[src/hw/rtl/kcl_pkg.sv]
// shared types, constants and codes for the keypad code lock
package kcl_pkg;

  // number of keys in one code and width of the tick timers
  localparam int CODE_DIGITS = 4;
  localparam int TIMER_BITS  = 16;

  // derived widths
  localparam int CODE_BITS  = CODE_DIGITS * 4;
  localparam int CNT_BITS   = $clog2(CODE_DIGITS + 1);
  localparam int LIMIT_BITS = 16;
  localparam int CMP_BITS   = (TIMER_BITS > LIMIT_BITS) ? TIMER_BITS : LIMIT_BITS;

  // register bank reset values
  localparam logic [15:0] LOCK_CODE_RST        = 16'h1234;
  localparam logic [15:0] IDLE_LIMIT_RST       = 16'd5000;
  localparam logic [15:0] ALARM_LENGTH_RST     = 16'd3000;
  localparam logic [3:0]  ATTEMPTS_ALLOWED_RST = 4'd3;

  // failure counter saturation value
  localparam logic [3:0] FAIL_MAX = 4'hF;

  // lock modes as shown on the result
  typedef enum logic [1:0] {
    MODE_IDLE    = 2'd0,
    MODE_ENTRY   = 2'd1,
    MODE_GRANTED = 2'd2,
    MODE_ALARM   = 2'd3
  } mode_t;

  // request kinds carried in tuser
  typedef enum logic [1:0] {
    REQ_TICK     = 2'd0,
    REQ_KEY      = 2'd1,
    REQ_PRESENCE = 2'd2
  } req_t;

  // configuration register indexes
  typedef enum logic [1:0] {
    CFG_LOCK_CODE        = 2'd0,
    CFG_IDLE_LIMIT       = 2'd1,
    CFG_ALARM_LENGTH     = 2'd2,
    CFG_ATTEMPTS_ALLOWED = 2'd3
  } cfg_idx_t;

  // current register settings
  typedef struct packed {
    logic [15:0] lock_code;
    logic [15:0] idle_limit;
    logic [15:0] alarm_length;
    logic [3:0]  attempts_allowed;
  } cfg_t;

  // one result item
  typedef struct packed {
    logic         code_rejected;
    logic         alarm_on;
    logic [3:0]   tries_left;
    logic [2:0]   digits_shown;
    logic [1:0]   lock_mode;
  } result_t;

  localparam int RESULT_BITS = $bits(result_t);

endpackage

[src/hw/rtl/kcl_cfg.sv]
// configuration register bank of the keypad code lock
module kcl_cfg (
  input  logic               clk,
  input  logic               rst,
  input  logic               cfg_write,
  input  logic [1:0]         cfg_index,
  input  logic [15:0]        cfg_data,
  output kcl_pkg::cfg_t      cfg
);
  import kcl_pkg::*;

  cfg_t regs;

  // register writes, reset to the default code and limits
  always_ff @(posedge clk) begin
    if (rst) begin
      regs.lock_code        <= LOCK_CODE_RST;
      regs.idle_limit       <= IDLE_LIMIT_RST;
      regs.alarm_length     <= ALARM_LENGTH_RST;
      regs.attempts_allowed <= ATTEMPTS_ALLOWED_RST;
    end else if (cfg_write) begin
      unique case (cfg_idx_t'(cfg_index))
        CFG_LOCK_CODE:        regs.lock_code        <= cfg_data;
        CFG_IDLE_LIMIT:       regs.idle_limit       <= cfg_data;
        CFG_ALARM_LENGTH:     regs.alarm_length     <= cfg_data;
        CFG_ATTEMPTS_ALLOWED: regs.attempts_allowed <= cfg_data[3:0];
        default: ;
      endcase
    end
  end

  assign cfg = regs;

endmodule

[src/hw/rtl/kcl_core.sv]
// lock state machine, digit collection, timers and failure counter
module kcl_core (
  input  logic              clk,
  input  logic              rst,
  input  logic              step,
  input  logic [1:0]        req_type,
  input  logic [3:0]        key_code,
  input  kcl_pkg::cfg_t     cfg,
  output kcl_pkg::result_t  res
);
  import kcl_pkg::*;

  mode_t                 mode, mode_next;
  logic [CODE_BITS-1:0]  entered_digits, entered_digits_next;
  logic [CNT_BITS-1:0]   digit_count, digit_count_next;
  logic [3:0]            failure_count, failure_count_next;
  logic [TIMER_BITS-1:0] idle_timer, idle_timer_next;
  logic [TIMER_BITS-1:0] alarm_timer, alarm_timer_next;
  logic                  rejected;

  logic [TIMER_BITS-1:0] idle_inc, alarm_inc;
  logic [CODE_BITS-1:0]  shifted;
  logic [CNT_BITS-1:0]   count_inc;
  logic [3:0]            fail_inc;
  logic                  code_match;

  // saturating timer increments and the shifted-in digit
  assign idle_inc   = (idle_timer == '1) ? idle_timer : idle_timer + 1'b1;
  assign alarm_inc  = (alarm_timer == '1) ? alarm_timer : alarm_timer + 1'b1;
  assign shifted    = CODE_BITS'({entered_digits, key_code});
  assign count_inc  = digit_count + 1'b1;
  assign fail_inc   = (failure_count < FAIL_MAX) ? failure_count + 1'b1 : failure_count;
  assign code_match = (shifted == CODE_BITS'(cfg.lock_code));

  // state registers
  always_ff @(posedge clk) begin
    if (rst) begin
      mode           <= MODE_IDLE;
      entered_digits <= '0;
      digit_count    <= '0;
      failure_count  <= '0;
      idle_timer     <= '0;
      alarm_timer    <= '0;
    end else if (step) begin
      mode           <= mode_next;
      entered_digits <= entered_digits_next;
      digit_count    <= digit_count_next;
      failure_count  <= failure_count_next;
      idle_timer     <= idle_timer_next;
      alarm_timer    <= alarm_timer_next;
    end
  end

  // next state for one request
  always_comb begin
    mode_next           = mode;
    entered_digits_next = entered_digits;
    digit_count_next    = digit_count;
    failure_count_next  = failure_count;
    idle_timer_next     = idle_timer;
    alarm_timer_next    = alarm_timer;
    rejected            = 1'b0;
    unique case (req_t'(req_type))
      REQ_TICK: begin
        if (mode == MODE_ENTRY) begin
          if (CMP_BITS'(idle_inc) > CMP_BITS'(cfg.idle_limit)) begin
            // inactivity too long
            mode_next        = MODE_ALARM;
            alarm_timer_next = '0;
            idle_timer_next  = '0;
          end else begin
            idle_timer_next = idle_inc;
          end
        end else if (mode == MODE_ALARM) begin
          if (CMP_BITS'(alarm_inc) >= CMP_BITS'(cfg.alarm_length)) begin
            // alarm over, back to idle with a clean slate
            mode_next           = MODE_IDLE;
            failure_count_next  = '0;
            alarm_timer_next    = '0;
            idle_timer_next     = '0;
            entered_digits_next = '0;
            digit_count_next    = '0;
          end else begin
            alarm_timer_next = alarm_inc;
          end
        end
      end
      REQ_KEY: begin
        if (mode == MODE_ENTRY) begin
          entered_digits_next = shifted;
          digit_count_next    = count_inc;
          if (count_inc >= CNT_BITS'(CODE_DIGITS)) begin
            digit_count_next = CNT_BITS'(CODE_DIGITS);
            if (code_match) begin
              mode_next = MODE_GRANTED;
            end else begin
              rejected           = 1'b1;
              failure_count_next = fail_inc;
              if (fail_inc >= cfg.attempts_allowed) begin
                // last allowed failure used up
                mode_next        = MODE_ALARM;
                alarm_timer_next = '0;
                idle_timer_next  = '0;
              end else begin
                // retry: fresh entry
                entered_digits_next = '0;
                digit_count_next    = '0;
                idle_timer_next     = '0;
              end
            end
          end
        end
      end
      REQ_PRESENCE: begin
        if (mode == MODE_IDLE || mode == MODE_GRANTED) begin
          mode_next           = MODE_ENTRY;
          entered_digits_next = '0;
          digit_count_next    = '0;
          idle_timer_next     = '0;
        end
      end
      default: ;
    endcase
  end

  // result shows the state after the request
  always_comb begin
    res.lock_mode     = mode_next;
    res.digits_shown  = 3'(digit_count_next);
    res.tries_left    = (cfg.attempts_allowed > failure_count_next) ?
                        cfg.attempts_allowed - failure_count_next : 4'd0;
    res.alarm_on      = (mode_next == MODE_ALARM);
    res.code_rejected = rejected;
  end

  // a wrong code can only come from a key during entry
  a_reject_from_entry: assert property (@(posedge clk) disable iff (rst)
    step && rejected |-> mode == MODE_ENTRY && req_type == REQ_KEY)
    else $error("code rejected outside entry");

  // access is granted only by completing a code during entry
  a_grant_from_entry: assert property (@(posedge clk) disable iff (rst)
    step && mode != MODE_GRANTED ##1 mode == MODE_GRANTED |-> $past(mode) == MODE_ENTRY)
    else $error("access granted without entry");

  // the digit counter never passes the code length
  a_count_bound: assert property (@(posedge clk) disable iff (rst)
    step |=> digit_count <= CNT_BITS'(CODE_DIGITS))
    else $error("digit count beyond code length");

  // a tick in idle leaves the lock idle
  a_idle_tick: assert property (@(posedge clk) disable iff (rst)
    step && mode == MODE_IDLE && req_type == REQ_TICK |=> mode == MODE_IDLE)
    else $error("tick left idle");

endmodule

[src/hw/rtl/keypad_code_lock_with_alarm.sv]
// top level of the keypad code lock with alarm
//
// Requests enter on the s_ stream: s_tuser carries the request kind
// (tick, key press, presence detected) and s_tdata the key code, used
// only for key presses. Every accepted request gives exactly one result
// on the m_ stream: lock mode, digits entered, tries left, alarm flag and
// a flag set when this key completed a wrong code.
// Registers (code, inactivity limit, alarm length, attempts allowed) are
// written through cfg_write/cfg_index/cfg_data; the user must write them only while no
// request is in flight, which the block itself does not enforce. A write takes effect at the next request.
// The state update and the result are computed in one pass from the
// request and the state registers, and the result is registered, so it
// appears in the cycle after the request is accepted. Throughput is one
// request per cycle; s_tready stays high while the result register is
// empty or being taken in the same cycle. If the receiver stalls, the
// result holds on m_tdata and s_tready drops until it is taken.
// Synchronous reset returns the lock to idle, clears digits, failures
// and timers, loads the default register values and empties the output.
module keypad_code_lock_with_alarm (
  input  logic        clk,
  input  logic        rst,
  // request stream
  input  logic        s_tvalid,
  output logic        s_tready,
  input  logic [7:0]  s_tdata,   // [3:0] key_code, [7:4] zero
  input  logic [1:0]  s_tuser,   // [1:0] req_type
  // result stream
  output logic        m_tvalid,
  input  logic        m_tready,
  output logic [15:0] m_tdata,   // [1:0] lock_mode, [4:2] digits_shown,
                                 // [8:5] tries_left, [9] alarm_on,
                                 // [10] code_rejected, [15:11] zero
  // configuration writes
  input  logic        cfg_write,
  input  logic [1:0]  cfg_index,
  input  logic [15:0] cfg_data
);
  import kcl_pkg::*;

  cfg_t    cfg;
  result_t res;
  result_t out_reg;
  logic    out_valid;
  logic    step;

  kcl_cfg u_cfg (
    .clk       (clk),
    .rst       (rst),
    .cfg_write (cfg_write),
    .cfg_index (cfg_index),
    .cfg_data  (cfg_data),
    .cfg       (cfg)
  );

  kcl_core u_core (
    .clk      (clk),
    .rst      (rst),
    .step     (step),
    .req_type (s_tuser),
    .key_code (s_tdata[3:0]),
    .cfg      (cfg),
    .res      (res)
  );

  // request accepted when the result register is free or draining
  assign s_tready = !out_valid || m_tready;
  assign step     = s_tvalid && s_tready;

  // result register
  always_ff @(posedge clk) begin
    if (rst) begin
      out_valid <= 1'b0;
    end else if (s_tready) begin
      out_valid <= s_tvalid;
    end
  end

  always_ff @(posedge clk) begin
    if (step) begin
      out_reg <= res;
    end
  end

  assign m_tvalid = out_valid;
  assign m_tdata  = {(16 - RESULT_BITS)'(0), out_reg};

endmodule

[config.mk]
export PLATFORM = sky130hd
export DESIGN_NAME = keypad_code_lock_with_alarm
export DESIGN_NICKNAME = d
export VERILOG_FILES = /design/src/hw/rtl/kcl_pkg.sv /design/src/hw/rtl/kcl_cfg.sv /design/src/hw/rtl/kcl_core.sv /design/src/hw/rtl/keypad_code_lock_with_alarm.sv
export SDC_FILE = /design/constraint.sdc
export NUM_CORES = 1
export LEC_CHECK = 0
export ABC_AREA = 1
export BUFFER_PORTS_ARGS = -buffer_cell sky130_fd_sc_hd__buf_2
export CORE_MARGIN = 2
export CORE_UTILIZATION = 61
export DETAILED_ROUTE_END_ITERATION = 12
export PLACE_DENSITY = 0.81
export SLEW_MARGIN = 15
export SYNTH_ARGS = -nofsm -noshare
export SYNTH_HDL_FRONTEND = slang
export SYNTH_SLANG_ARGS = --single-unit
[constraint.sdc]
create_clock -name clk -period 4.5 [get_ports clk]
set_input_delay 0.45 -clock clk [delete_from_list [all_inputs] [get_ports clk]]
set_output_delay 0.45 -clock clk [all_outputs]
set_load 0.005 [all_outputs]
Word level (Yosys, flattened, before mapping)
Index checks and enable logic that the tools add are counted.
{ "totals": {"in_bits": 33, "out_inout_bits": 18, "regBits": 117} }
{ "op_classes": {"magnitude_cmp": 6, "muxes": 54, "eq_ne": 23, "n_addsub": 5, "reduce_logical": 17} }
{ "op_table": {"columns": ["op", "count"], "rows": [
  ["16-bit two-way mux", 18],
  ["12-bit two-way mux", 5],
  ["16-bit case mux with 3 select lines", 1],
  ["12-bit case mux with 3 select lines", 1],
  ["16-bit by 1-bit adder with 16-bit output, second input constant", 2],
  ["16-bit equality test, second input constant", 2],
  ["16-bit case mux with 2 select lines", 1],
  ["4-bit two-way mux", 7],
  ["3-bit two-way mux", 8],
  ["2-bit two-way mux", 9],
  ["16-bit equality test", 1],
  ["16-bit greater-or-equal comparator", 1],
  ["16-bit greater-than comparator", 1],
  ["8-bit AND reduction", 2],
  ["2-bit equality test, second input constant", 6],
  ["2-bit by 1-bit inequality test with 1-bit output, second input constant", 6],
  ["3-bit case mux with 3 select lines", 1],
  ["4-bit case mux with 2 select lines", 1],
  ["2-bit AND reduction", 4],
  ["7-bit AND reduction", 1],
  ["2-bit by 1-bit equality test with 1-bit output, second input constant", 3],
  ["2-bit zero test", 3],
  ["3-bit by 1-bit inequality test with 1-bit output, second input constant", 2],
  ["2-bit case mux with 3 select lines", 1],
  ["other kinds (16)", 18]
]} }

Longest topological paths before layout
Gate-level depths: netlist of run 1.
{ "depth": {"depth_word": 9, "ltp_mapped": 31, "depth_no_buf": 31} }

Cells and area by module
Synthesis of run 1 repeated with hierarchy kept, for this count alone.
{ "hier_totals": {"cells_unflattened": 1107, "area_unflattened_um2": 7254.5} }
{ "modules_own_cells": {"columns": ["module", "seq_area_each_um2", "instances", "cells_per_inst", "area_per_inst_um2"], "rows": [
  ["kcl_core", 1061.0, 1, 783, 4727.0],
  ["kcl_cfg", 1041.0, 1, 301, 2108.3],
  ["keypad_code_lock_with_alarm", 350.3, 1, 23, 419.2]
]} }

Worst setup path before layout of run 1
OpenSTA, ideal clock, no wires.
{ "synth_timing": {"path_type": "reg-to-reg", "from": "reg u_core.alarm_timer[3]", "to": "reg out_reg (netlist bit m_tdata[8]), data pin", "n_path_buf": 0, "setup_ps": 255, "path_slack_ps": 850, "arrival_time_ps": 3395, "path_stages_with_launch": 31, "synth_period_minus_slack_ps": 3650, "cell_sequence": "dfxtp_1 > inv_1 > nor2_1 > nand3_1 > inv_1 > nand4_1 > nor2_1 > nor2_1 > nand2_1 > nor3_1 > xor2_1 > ha_1 > nand2_1 > inv_1 > nor2_1 > o21a_1 > nand2_1 > nand2_1 > nand2_1 > nand3_1 > nand2_2 > inv_1 > nor2_1 > o21ai_0 > inv_1 > ha_1 > a21o_1 > a21oi_1 > nor2_1 > nor2_1 > nor2_1"} }
{ "synth_via": {"elab_chain_len": 8, "word_cells_on_any_way": 10, "classes_between": "add/sub (2); order compare (2); eq/ne (1); mux (5)"} }
{ "synth_lines": {"columns": ["item", "line", "rtl"], "rows": [
  ["from (decl)", "kcl_core.sv:18", "logic [TIMER_BITS-1:0] alarm_timer, alarm_timer_next;"],
  ["from (signal assigned)", "kcl_core.sv:50", "alarm_timer <= alarm_timer_next;"],
  ["16-bit by 1-bit adder with 16-bit output / 16-bit equality test (equally long branches)", "kcl_core.sv:29", "assign alarm_inc = (alarm_timer == '1) ? alarm_timer : alarm_timer + 1'b1;"],
  ["16-bit two-way mux (*)", "kcl_core.sv:29", null],
  ["16-bit greater-or-equal comparator (*)", "kcl_core.sv:75", "if (CMP_BITS'(alarm_inc) >= CMP_BITS'(cfg.alarm_length)) begin"],
  ["4-bit two-way mux (*)", "kcl_core.sv:75", null],
  ["4-bit two-way mux (*)", "kcl_core.sv:74", "end else if (mode == MODE_ALARM) begin"],
  ["4-bit two-way mux (*)", "kcl_core.sv:65", "if (mode == MODE_ENTRY) begin"],
  ["4-bit case mux with 2 select lines (*)", "kcl_core.sv:63", "unique case (req_t'(req_type))"],
  ["4-bit subtractor / 4-bit greater-than comparator (equally long branches)", "kcl_core.sv:131, kcl_core.sv:130", null],
  ["to (signal assigned)", "keypad_code_lock_with_alarm.sv:80", "out_reg <= res;"],
  ["to (decl)", "keypad_code_lock_with_alarm.sv:42", "result_t out_reg;"]
]} }
Mark *: on every way between the ends. The rest lies on a longest branch, timed or not.
A chain may end at the register's enable or synchronous reset.

Final worst setup path of run 1
Same ends and word-level chain as after synthesis.

==> impl_metrics.csv, run 1 <==
group,metric,value,unit
run_status,outcome,"finished clean",
critical_path,cp-end-kind,"flop",
critical_path,max_stage_delay,0.39,ns
pwr,powerDensity,358,nW/um^2
pwr,seqPwrFrac,40.7,%
clock_network,clk_latency,0.42,ns
routing,vias,6334,
clock_network,clock-sinks,117,
cells_and_area,utilization,71.0,%
clock_network,cts_buffers,17,
logic_synthesis,syn_area,6940,um^2
logic_synthesis,synth_top_cells_by_area,"dfxtp_1, nand2_1, ha_1",
timing,setup-violations-final,0,
global_route,grtUsageMet1,34.5,%
timing,holdWs,0.304,ns
pwr,pwr-share-clk,47.7,%
critical_path,critPathKind,"reg2reg",
floorplanning,rows,38,
floorplanning,core_area,11000,um^2
timing,report.final.slew_viol_count,0,
cells_and_area,area_delta_synth_final,12.4,%
clock_network,cts_tree,"done",
critical_path,slowest_stage,"dfxtp_1",
place,io_buffers,41,
critical_path,critPathArrivalTime,4.30,ns
pwr,p_switching,793,uW
floorplanning,die_x,111,um
timing,maxSlewHeadroom,44.4,%
cells_and_area,drive_gt1_share,10.8,%
global_route,grtUsageTotal,26.9,%
routing,routedWlPerCell,13.9,um
place,place_hpwl,11200,um
timing,hold_viol,0,
global_route,antenna_found_initial,0,
pwr,p_leak,0.00360,uW
logic_synthesis,synth-seq-cells,117,
logic_synthesis,synth.avg_cell_area,7.18,um^2
global_route,grt_pass1_wl,26700,um
global_route,grt_use_met3,6.56,%
critical_path,r2r_setup_slack,0.37,ns
logic_synthesis,yosysSeqAreaShare,35.3,%
pwr,p_int,2000,uW
routing,ant_nets,0,
clock_network,ctsRootBufferMaster,"clkbuf_16",
timing,tightestPinTransition,0.833,ns
place,gp_congestion,0.913,
cells_and_area,antennaDiodeCount,0,
floorplanning,die_h,111,um
global_route,grt_pass1_vias,5773,
timing,max_freq,0.242,GHz
cells_and_area,most-common-layout-cells,"nand2_1, inv_1, dfxtp_1",
timing,setup_tns,0,ns
critical_path,worstPathMaxFanout,5,
pwr,vdd_ir_drop_max,0.000317,V
clock_network,holdBufCountCts,0,
cells_and_area,nets,1081,
place,placed_area,7180,um^2
global_route,overflow,0,
critical_path,required,4.67,ns
critical_path,crit_top_cell,"nand2_1",
logic_synthesis,yosys_warnings,0,
critical_path,r2r_end,"m_tdata[8]$_SDFFCE_PP0P_",
routing,vias_per_cell,5.49,
floorplanning,dieArea,12200,um^2
critical_path,rr_worst_depth,30,
logic_synthesis,yosys.area.top_type,"dfxtp_1",
pwr,combPwrFrac,11.6,%
timing,fin_crit_sh,91.8,%
floorplanning,ios,51,
routing,first_pass_iters,6,
logic_synthesis,synth_top_flop_cell,"dfxtp_1",
logic_synthesis,netlist.area_leader.share,30.6,%
logic_synthesis,synthArstFlopShare,0,%
global_route,busiest_layer,"met2",
routing,post-route-drc-count,0,
global_route,grtUsageMet2,43.0,%
timing,fin_crit,4.13,ns
clock_network,path_clk_slew,0.06,ns
routing,totalWireLength,16000,um
logic_synthesis,synth_edf_count,11,
clock_network,h-tree-depth,4,
timing,final.setup_skew,0.00952,ns
logic_synthesis,synth.distinct_cells,49,
min_path,min_path_type,"in2reg",
cells_and_area,fin_area,7800,um^2
job,cap_viol_max_count,0,
critical_path,rr_startpoint,"u_core.alarm_timer[3]$_SDFFE_PP0P_",
floorplanning,start_util,63.2,%
global_route,grt_max_degree,53,
routing,drtIter0Drc,386,
critical_path,critPathLaunch,"u_core.alarm_timer[3]$_SDFFE_PP0P_",
critical_path,crit_path_end,"m_tdata[8]$_SDFFCE_PP0P_",
logic_synthesis,synth_cells,967,
clock_network,ctsLongestPathBuffers,2,
pwr,swShare,28.4,%
critical_path,startpoint_type,"flop",
cells_and_area,final_common_cell,"nand2_1",
-- area by class of cell --
cell class              instances  area (um^2)
inverters                     157          594
multi-input cells             660         3750
repair buffers                 47          250
flip-flops and latches        117         2450
fillers                       931         3180
well taps                     140          175
clock buffers                  17          425
clock inverters                15          154
-- through the flow --
step | setup slack (ns) | instances | total power, uW
finish | 0.368 | 1153 | 2790
global route | -0.0158 | 1153 | 2910
CTS | 0.241 | 1151 | 2800
detailed placement | 0.320 | 1119 | 1470
global placement | 0.368 | 1119 | 1460
floorplan | 0.850 | 971 | 1390
-- flip-flops by register name, indices dropped and copies added, names as in the netlist --
register / flops
u_core.alarm_timer: 16
u_core.failure_count: 4
u_core.digit_count: 3
u_core.idle_timer: 16
u_core.entered_digits: 12
u_core.mode: 2
m_tdata: 11
u_cfg.cfg: 52
m_tvalid: 1
-- critical path: cells and delay by family (launching register included) --
kind | cells | cell delay, ns
AO/OA/AOI/OAI | 3 | 0.48
AND/OR/NAND/NOR | 18 | 1.61
XOR/XNOR | 1 | 0.23
flip-flops | 1 | 0.39
adder cells (fa/ha/maj) | 2 | 0.56
buffers and inverters | 6 | 0.61
-- worst min path at each step --
| stage | from | slack, ns | cells after the start | to |
|---|---|---|---|---|
| 2_1_floorplan | u_cfg.cfg[10]$_SDFFE_PP0P_ | 0.44 | 2 | u_cfg.cfg[10]$_SDFFE_PP0P_ |
| 3_3_place_gp | u_cfg.cfg[31]$_SDFFE_PP0P_ | 0.45 | 2 | u_cfg.cfg[31]$_SDFFE_PP0P_ |
| 3_5_place_dp | u_cfg.cfg[16]$_SDFFE_PP0P_ | 0.45 | 2 | u_cfg.cfg[16]$_SDFFE_PP0P_ |
| 4_1_cts | cfg_data[7] | 0.29 | 3 | u_cfg.cfg[27]$_SDFFE_PP1P_ |
| 5_1_grt | cfg_data[8] | 0.32 | 3 | u_cfg.cfg[28]$_SDFFE_PP1P_ |
| 6_report | cfg_data[7] | 0.30 | 3 | u_cfg.cfg[27]$_SDFFE_PP1P_ |
-- cell usage after synthesis, types with 2 or more instances --
| cell type | n |
|---|---|
| inv_1 | 151 |
| edfxtp_1 | 11 |
| xor2_1 | 18 |
| nor3_1 | 15 |
| buf_1 | 2 |
| o21bai_1 | 2 |
| o211ai_1 | 22 |
| buf_6 | 2 |
| nor2_1 | 96 |
| nand2_2 | 3 |
| nor2_8 | 3 |
| a31oi_1 | 16 |
| a22oi_1 | 13 |
| o21ai_0 | 57 |
| inv_4 | 2 |
| o31ai_1 | 3 |
| a21oi_1 | 81 |
| nand2_1 | 195 |
| nand3_1 | 23 |
| or3_1 | 2 |
| ha_1 | 47 |
| o21ai_1 | 2 |
| clkbuf_1 | 22 |
| nand3_2 | 3 |
| buf_2 | 5 |
| xnor2_1 | 5 |
| buf_4 | 6 |
| inv_2 | 3 |
| nand4_1 | 12 |
| a21oi_2 | 7 |
| dfxtp_1 | 106 |
| o21a_1 | 4 |
| a211oi_1 | 12 |
-- layer usage --
layer	wire, um	vias up
li1	-	3243
met3	825	40
met4	481	0
met1	7200	2895
met5	0	-
met2	7530	156
-- timing repair --
action | CTS | global route
endpoints found under the setup margin | 0 | 4
setup buffers | 0 | 2
resized for setup | 0 | 7
-- power groups by stage --
| stage | registers (uW) | clock network, uW | logic, uW |
|---|---|---|---|
| floorplan | 1150 | 0 | 239 |
| global placement | 1160 | 0 | 309 |
| detailed placement | 1160 | 0 | 318 |
| CTS | 1130 | 1340 | 322 |
| global route | 1140 | 1400 | 371 |
| finish | 1130 | 1330 | 324 |
-- kinds of logic after synthesis --
family	after synthesis	synth area share, %
fa+ha+maj	48	8.76
other cells	1	0.0540
flops	117	35.3
compound gates	226	19.6
simple gates	358	22.2
buf+inv	194	11.2
xor+xnor	23	2.90
Power figures use the tool's default switching activity.
==> inputs of run 2 (changes only) <==
Settings changed: PLACE_DENSITY 0.81 to 0.8, SYNTH_HIERARCHICAL set to 1.
==> impl_metrics.csv, run 2 <==
group,metric,value,unit
logic_synthesis,synth_cells,1107,
logic_synthesis,yosys.area.top_type,"dfxtp_1",
routing,vias,6839,
min_path,hold_depth,3,
clock_network,h-tree-depth,4,
timing,fin_crit_sh,94.6,%
cells_and_area,fill_cells,979,
logic_synthesis,synthXorXnorAreaFrac,2.05,%
min_path,min_path_type,"in2reg",
logic_synthesis,syn_area,7250,um^2
logic_synthesis,yosys_warnings,6,
clock_network,clock-sinks,117,
place,io_buffers,41,
critical_path,worstPathMaxFanout,4,
critical_path,cp-end-kind,"flop",
critical_path,critPathKind,"reg2reg",
floorplanning,core_area,11500,um^2
timing,setup_tns,0,ns
logic_synthesis,synth_top_flop_cell,"dfxtp_1",
global_route,grt_pass1_wl,27600,um
floorplanning,rows,39,
timing,tightestPinTransition,0.681,ns
global_route,overflow,0,
cells_and_area,antennaDiodeCount,0,
logic_synthesis,muxShareOfSynthArea,0,%
logic_synthesis,synth.distinct_cells,45,
critical_path,critPathLaunch,"u_core/alarm_timer[1]$_SDFFE_PP0P_",
floorplanning,ios,51,
floorplanning,die_x,113,um
critical_path,rr_startpoint,"u_core/alarm_timer[1]$_SDFFE_PP0P_",
logic_synthesis,synthTopCellsByCount,"nand2_1, inv_1, nor2_1",
critical_path,max_stage_delay,0.37,ns
logic_synthesis,synth-compound-area-share,10.7,%
pwr,powerDensity,352,nW/um^2
routing,first_pass_iters,10,
clock_network,cts_tree,"done",
clock_network,path_clk_slew,0.05,ns
critical_path,rr_worst_depth,33,
cells_and_area,most-common-layout-cells,"nand2_1, inv_1, nor2_1",
routing,routedWlPerCell,13.0,um
critical_path,r2r_end,"m_tdata[5]$_DFFE_PP_",
run_status,violations,"design-rule violations",
critical_path,crit_top_cell,"nand2_1",
logic_synthesis,synth.avg_cell_area,6.55,um^2
clock_network,holdBufCountCts,0,
timing,setup-violations-final,0,
global_route,grtUsageTotal,26.7,%
clock_network,clk_latency,0.42,ns
cells_and_area,final_common_cell,"nand2_1",
place,place_hpwl,11500,um
floorplanning,dieArea,12800,um^2
cells_and_area,nets,1235,
timing,report.final.slew_viol_count,0,
routing,vias_per_cell,5.22,
critical_path,r2r_setup_slack,0.24,ns
global_route,antenna_found_initial,0,
cells_and_area,drive_gt1_share,11.7,%
critical_path,startpoint_type,"flop",
pwr,p_leak,0.00419,uW
routing,post-route-drc-count,3,
global_route,grt_max_degree,43,
place,gp_congestion,0.861,
critical_path,required,4.78,ns
logic_synthesis,synth_top_cells_by_area,"dfxtp_1, nand2_1, inv_1",
logic_synthesis,synth_top_family_by_area,"simple AND/OR/NAND/NOR gates",
timing,max_freq,0.235,GHz
timing,maxSlewHeadroom,54.6,%
logic_synthesis,synth-simple-area-share,32.0,%
logic_synthesis,synthArstFlopShare,0,%
clock_network,cts_buffers,17,
logic_synthesis,synth_edf_count,11,
timing,fin_crit,4.26,ns
floorplanning,start_util,63.0,%
floorplanning,die_h,113,um
pwr,vdd_ir_drop_max,0.000283,V
cells_and_area,utilization,72.6,%
critical_path,slowest_stage,"dfxtp_4",
min_path,worstHoldStart,"s_tvalid",
logic_synthesis,synth-seq-cells,117,
routing,totalWireLength,17000,um
job,cap_viol_max_count,0,
clock_network,ctsRootBufferMaster,"clkbuf_16",
cells_and_area,largest_register_ffs,52,
timing,final.setup_skew,0.00762,ns
routing,drtIter0Drc,641,
logic_synthesis,synth-adder-area-share,8.55,%
global_route,grt_pass1_vias,6127,
logic_synthesis,yosysSeqAreaShare,33.8,%
clock_network,ctsLongestPathBuffers,2,
run_status,outcome,"complete, but fails checks",
critical_path,critPathArrivalTime,4.54,ns
timing,hold_viol,0,
logic_synthesis,yosys.cell_count.top_type,"nand2_1",
logic_synthesis,netlist.area_leader.share,29.3,%
cells_and_area,area_delta_synth_final,15.2,%
routing,ant_nets,0,
critical_path,crit_path_end,"m_tdata[5]$_DFFE_PP_",
## run 2: power by group
group | switching [uW] | internal [uW]
Clock | 467 | 1010
Combinational | 219 | 115
Sequential | 30.0 | 1100
## run 2: critical path: cells and delay by family, from the launching register on
family                     cells  cell delay (ns)
and+or+nand+nor               24             2.43
adders and majority gates      4             0.95
DFF                            1             0.37
buffers and inverters          4             0.26
AOI/OAI and AO/OA              1             0.13
## run 2: worst min-delay path by stage
stage / to / slack, ns
global placement: u_cfg/cfg[7]$_SDFFE_PP1P_ / 0.44
floorplan: u_cfg/cfg[11]$_SDFFE_PP1P_ / 0.43
detailed placement: u_cfg/cfg[9]$_SDFFE_PP1P_ / 0.44
global route: m_tvalid$_SDFFE_PP0P_ / 0.30
CTS: m_tvalid$_SDFFE_PP0P_ / 0.29
finish: m_tvalid$_SDFFE_PP0P_ / 0.30
## run 2: stage by stage
step                hold slack, ns  cell area [um^2]  instances  setup WS [ns]  power, uW
finish                       0.303              8360       1309          0.241       2940
floorplan                    0.429              7270       1111          0.546       1380
global route                 0.303              8360       1309        -0.0764       3060
CTS                          0.287              8190       1300         0.0659       2940
global placement             0.441              7530       1268          0.207       1470
detailed placement           0.443              7530       1268          0.133       1470
## run 2: cells by family after synthesis
family	after synthesis
flip-flops	117
AO/OA/AOI/OAI	144
adder cells (fa/ha/maj)	49
other	1
buffers and inverters	230
XOR/XNOR	17
AND/OR/NAND/NOR	549
## run 2: area by class of cell
cell class / instances / area, um^2 / share of cell area, %
clock buffer: 26 / 552 / 6.60
clock inverter: 6 / 108 / 1.29
sequential: 117 / 2460 / 29.4
inverter: 192 / 721 / 8.62
multi-input combinational: 764 / 3990 / 47.7
timing repair buffer: 61 / 355 / 4.25
tap: 143 / 179 / 2.14
## run 2: routing by layer
layer	wire length [um]	vias to the layer above	global-route usage, %
met5	0	-	0
met3	897	41	5.62
li1	-	3588	-
met4	379	0	9.67
met2	7930	201	44.4
met1	7820	3009	34.3
## run 2: repair_timing
| item | in CTS | in global routing |
|---|---|---|
| resized for setup | 0 | 28 |
| buffers inserted | 0 | 9 |
| endpoints found under the setup margin | 0 | 4 |
==> inputs of run 3 (changes only) <==
Settings changed: CORE_MARGIN 2 to 3.
==> impl_metrics.csv, run 3 (synthesis gave the netlist of run 2 again) <==
group,metric,value,unit
global_route,overflow,0,
critical_path,max_stage_delay,0.37,ns
pwr,combPwrFrac,12.1,%
pwr,powerDensity,336,nW/um^2
routing,routedWlPerCell,13.3,um
cells_and_area,final_common_cell,"nand2_1",
routing,drtIter0Drc,633,
place,place_hpwl,11600,um
global_route,grt_max_degree,48,
routing,totalWireLength,17300,um
global_route,grt_pass1_wl,28300,um
floorplanning,rows,39,
cells_and_area,antennaDiodeCount,0,
cells_and_area,area_delta_synth_final,13.2,%
floorplanning,ios,51,
timing,final.setup_skew,0.00830,ns
pwr,p_int,2060,uW
timing,fin_crit_sh,97.7,%
cells_and_area,utilization,71.3,%
timing,setup-violations-final,0,
pwr,seqPwrFrac,41.1,%
global_route,grt_pass1_vias,6214,
clock_network,clock-sinks,117,
clock_network,cts_buffers,17,
critical_path,critPathArrivalTime,4.67,ns
critical_path,cp-end-kind,"flop",
routing,ant_nets,0,
cells_and_area,fill_cells,997,
cells_and_area,seqCellArea,2460,um^2
critical_path,critPathKind,"reg2reg",
place,io_buffers,41,
critical_path,worstPathMaxFanout,4,
pwr,p_leak,0.00410,uW
cells_and_area,nets,1230,
timing,max_freq,0.227,GHz
clock_network,holdBufCountCts,0,
critical_path,required,4.77,ns
floorplanning,core_area,11500,um^2
clock_network,cts_tree,"done",
timing,tightestPinTransition,1.10,ns
clock_network,clk_latency,0.42,ns
min_path,min_path_type,"in2reg",
critical_path,slowest_stage,"dfxtp_4",
pwr,swShare,25.3,%
clock_network,ctsLongestPathBuffers,2,
timing,fin_crit,4.40,ns
clock_network,path_clk_slew,0.05,ns
routing,vias_per_cell,5.31,
global_route,grtUsageTotal,26.7,%
pwr,vdd_ir_drop_max,0.000267,V
routing,first_pass_iters,7,
cells_and_area,largest_register_ffs,52,
cells_and_area,most-common-layout-cells,"nand2_1, inv_1, nor2_1",
floorplanning,start_util,63.0,%
floorplanning,die_h,115,um
place,gp_congestion,0.855,
global_route,antenna_found_initial,0,
job,cap_viol_max_count,0,
cells_and_area,drive_gt1_share,10.8,%
pwr,fin_total_pwr,2760,uW
timing,holdWs,0.300,ns
routing,post-route-drc-count,0,
floorplanning,dieArea,13200,um^2
pwr,pwr-share-clk,46.7,%
cells_and_area,multi_input_area,3970,um^2
critical_path,crit_top_cell,"nand2_1",
routing,vias,6908,
timing,report.final.slew_viol_count,0,
floorplanning,die_x,115,um
critical_path,startpoint_type,"flop",
clock_network,ctsRootBufferMaster,"clkbuf_16",
timing,hold_viol,0,
clock_network,h-tree-depth,4,
timing,maxSlewHeadroom,26.5,%
run_status,outcome,"finished clean",
pwr,p_switching,699,uW
-- run 3: cell types whose count changed in the layout (fill, tap and decap cells not counted), moves of 2 or more --
cell	before	now
nor2_2	7	5
nor2_1	128	130
buf_4	20	15
clkbuf_1	2	5
bufinv_16	3	1
-- run 3: power by group through the flow --
stage / sequential [uW] / clock (uW) / combinational [uW]
after floorplan: 1150 / 0 / 234
after global placement: 1150 / 0 / 313
after detailed placement: 1150 / 0 / 319
after CTS: 1130 / 1310 / 322
after global routing: 1140 / 1360 / 385
final: 1130 / 1290 / 335
-- run 3: per-stage QoR --
step	worst slack [ns]	setup TNS, ns	instance area (um^2)	instances
2_1_floorplan	0.546	0	7270	1111
3_3_place_gp	0.236	0	7520	1267
3_5_place_dp	0.100	0	7520	1267
4_1_cts	0.0312	0	8080	1297
5_1_grt	-0.171	-0.600	8210	1302
6_report	0.104	0	8210	1302
-- run 3: area by class of cell --
class                   count  area share [%]
multi-input cells         764            48.4
repair buffers             56            3.87
clock buffers              27            6.38
flip-flops and latches    117            29.9
inverters                 192            8.78
clock inverters             3           0.488
well taps                 143            2.18
-- run 3: repair_timing --
action                     4_1_cts  5_1_grt
resized for setup                0       24
setup buffers                    0        5
setup endpoints to repair        0        4
-- run 3: final timing paths --
path	endpoint	start	cells after the start	slack, ns
max reg2reg	m_tdata[7]$_DFFE_PP_	u_core/alarm_timer[0]$_SDFFE_PP0P_	33	0.10
max	m_tdata[7]$_DFFE_PP_	u_core/alarm_timer[0]$_SDFFE_PP0P_	33	0.10
min reg2reg	u_cfg/cfg[13]$_SDFFE_PP1P_	u_cfg/cfg[13]$_SDFFE_PP1P_	2	0.46
min	m_tvalid$_SDFFE_PP0P_	m_tready	4	0.30
-- run 3: layer usage --
metal	vias up	routed length (um)	GRT usage [%]	part of all wire (%)
met1	3119	7820	34.0	45
met3	34	907	6.32	5.3
met2	188	8160	44.1	47
met4	0	367	9.86	2.1
li1	3567	-	-	-
met5	-	0	0	0
-- run 3: critical path: cells and delay by family (launching register included) --
family / cells / cell delay (ns)
AO/OA/AOI/OAI: 1 / 0.13
flip-flops: 1 / 0.37
AND/OR/NAND/NOR: 24 / 2.45
adder cells (fa/ha/maj): 4 / 0.99
buffers and inverters: 4 / 0.29
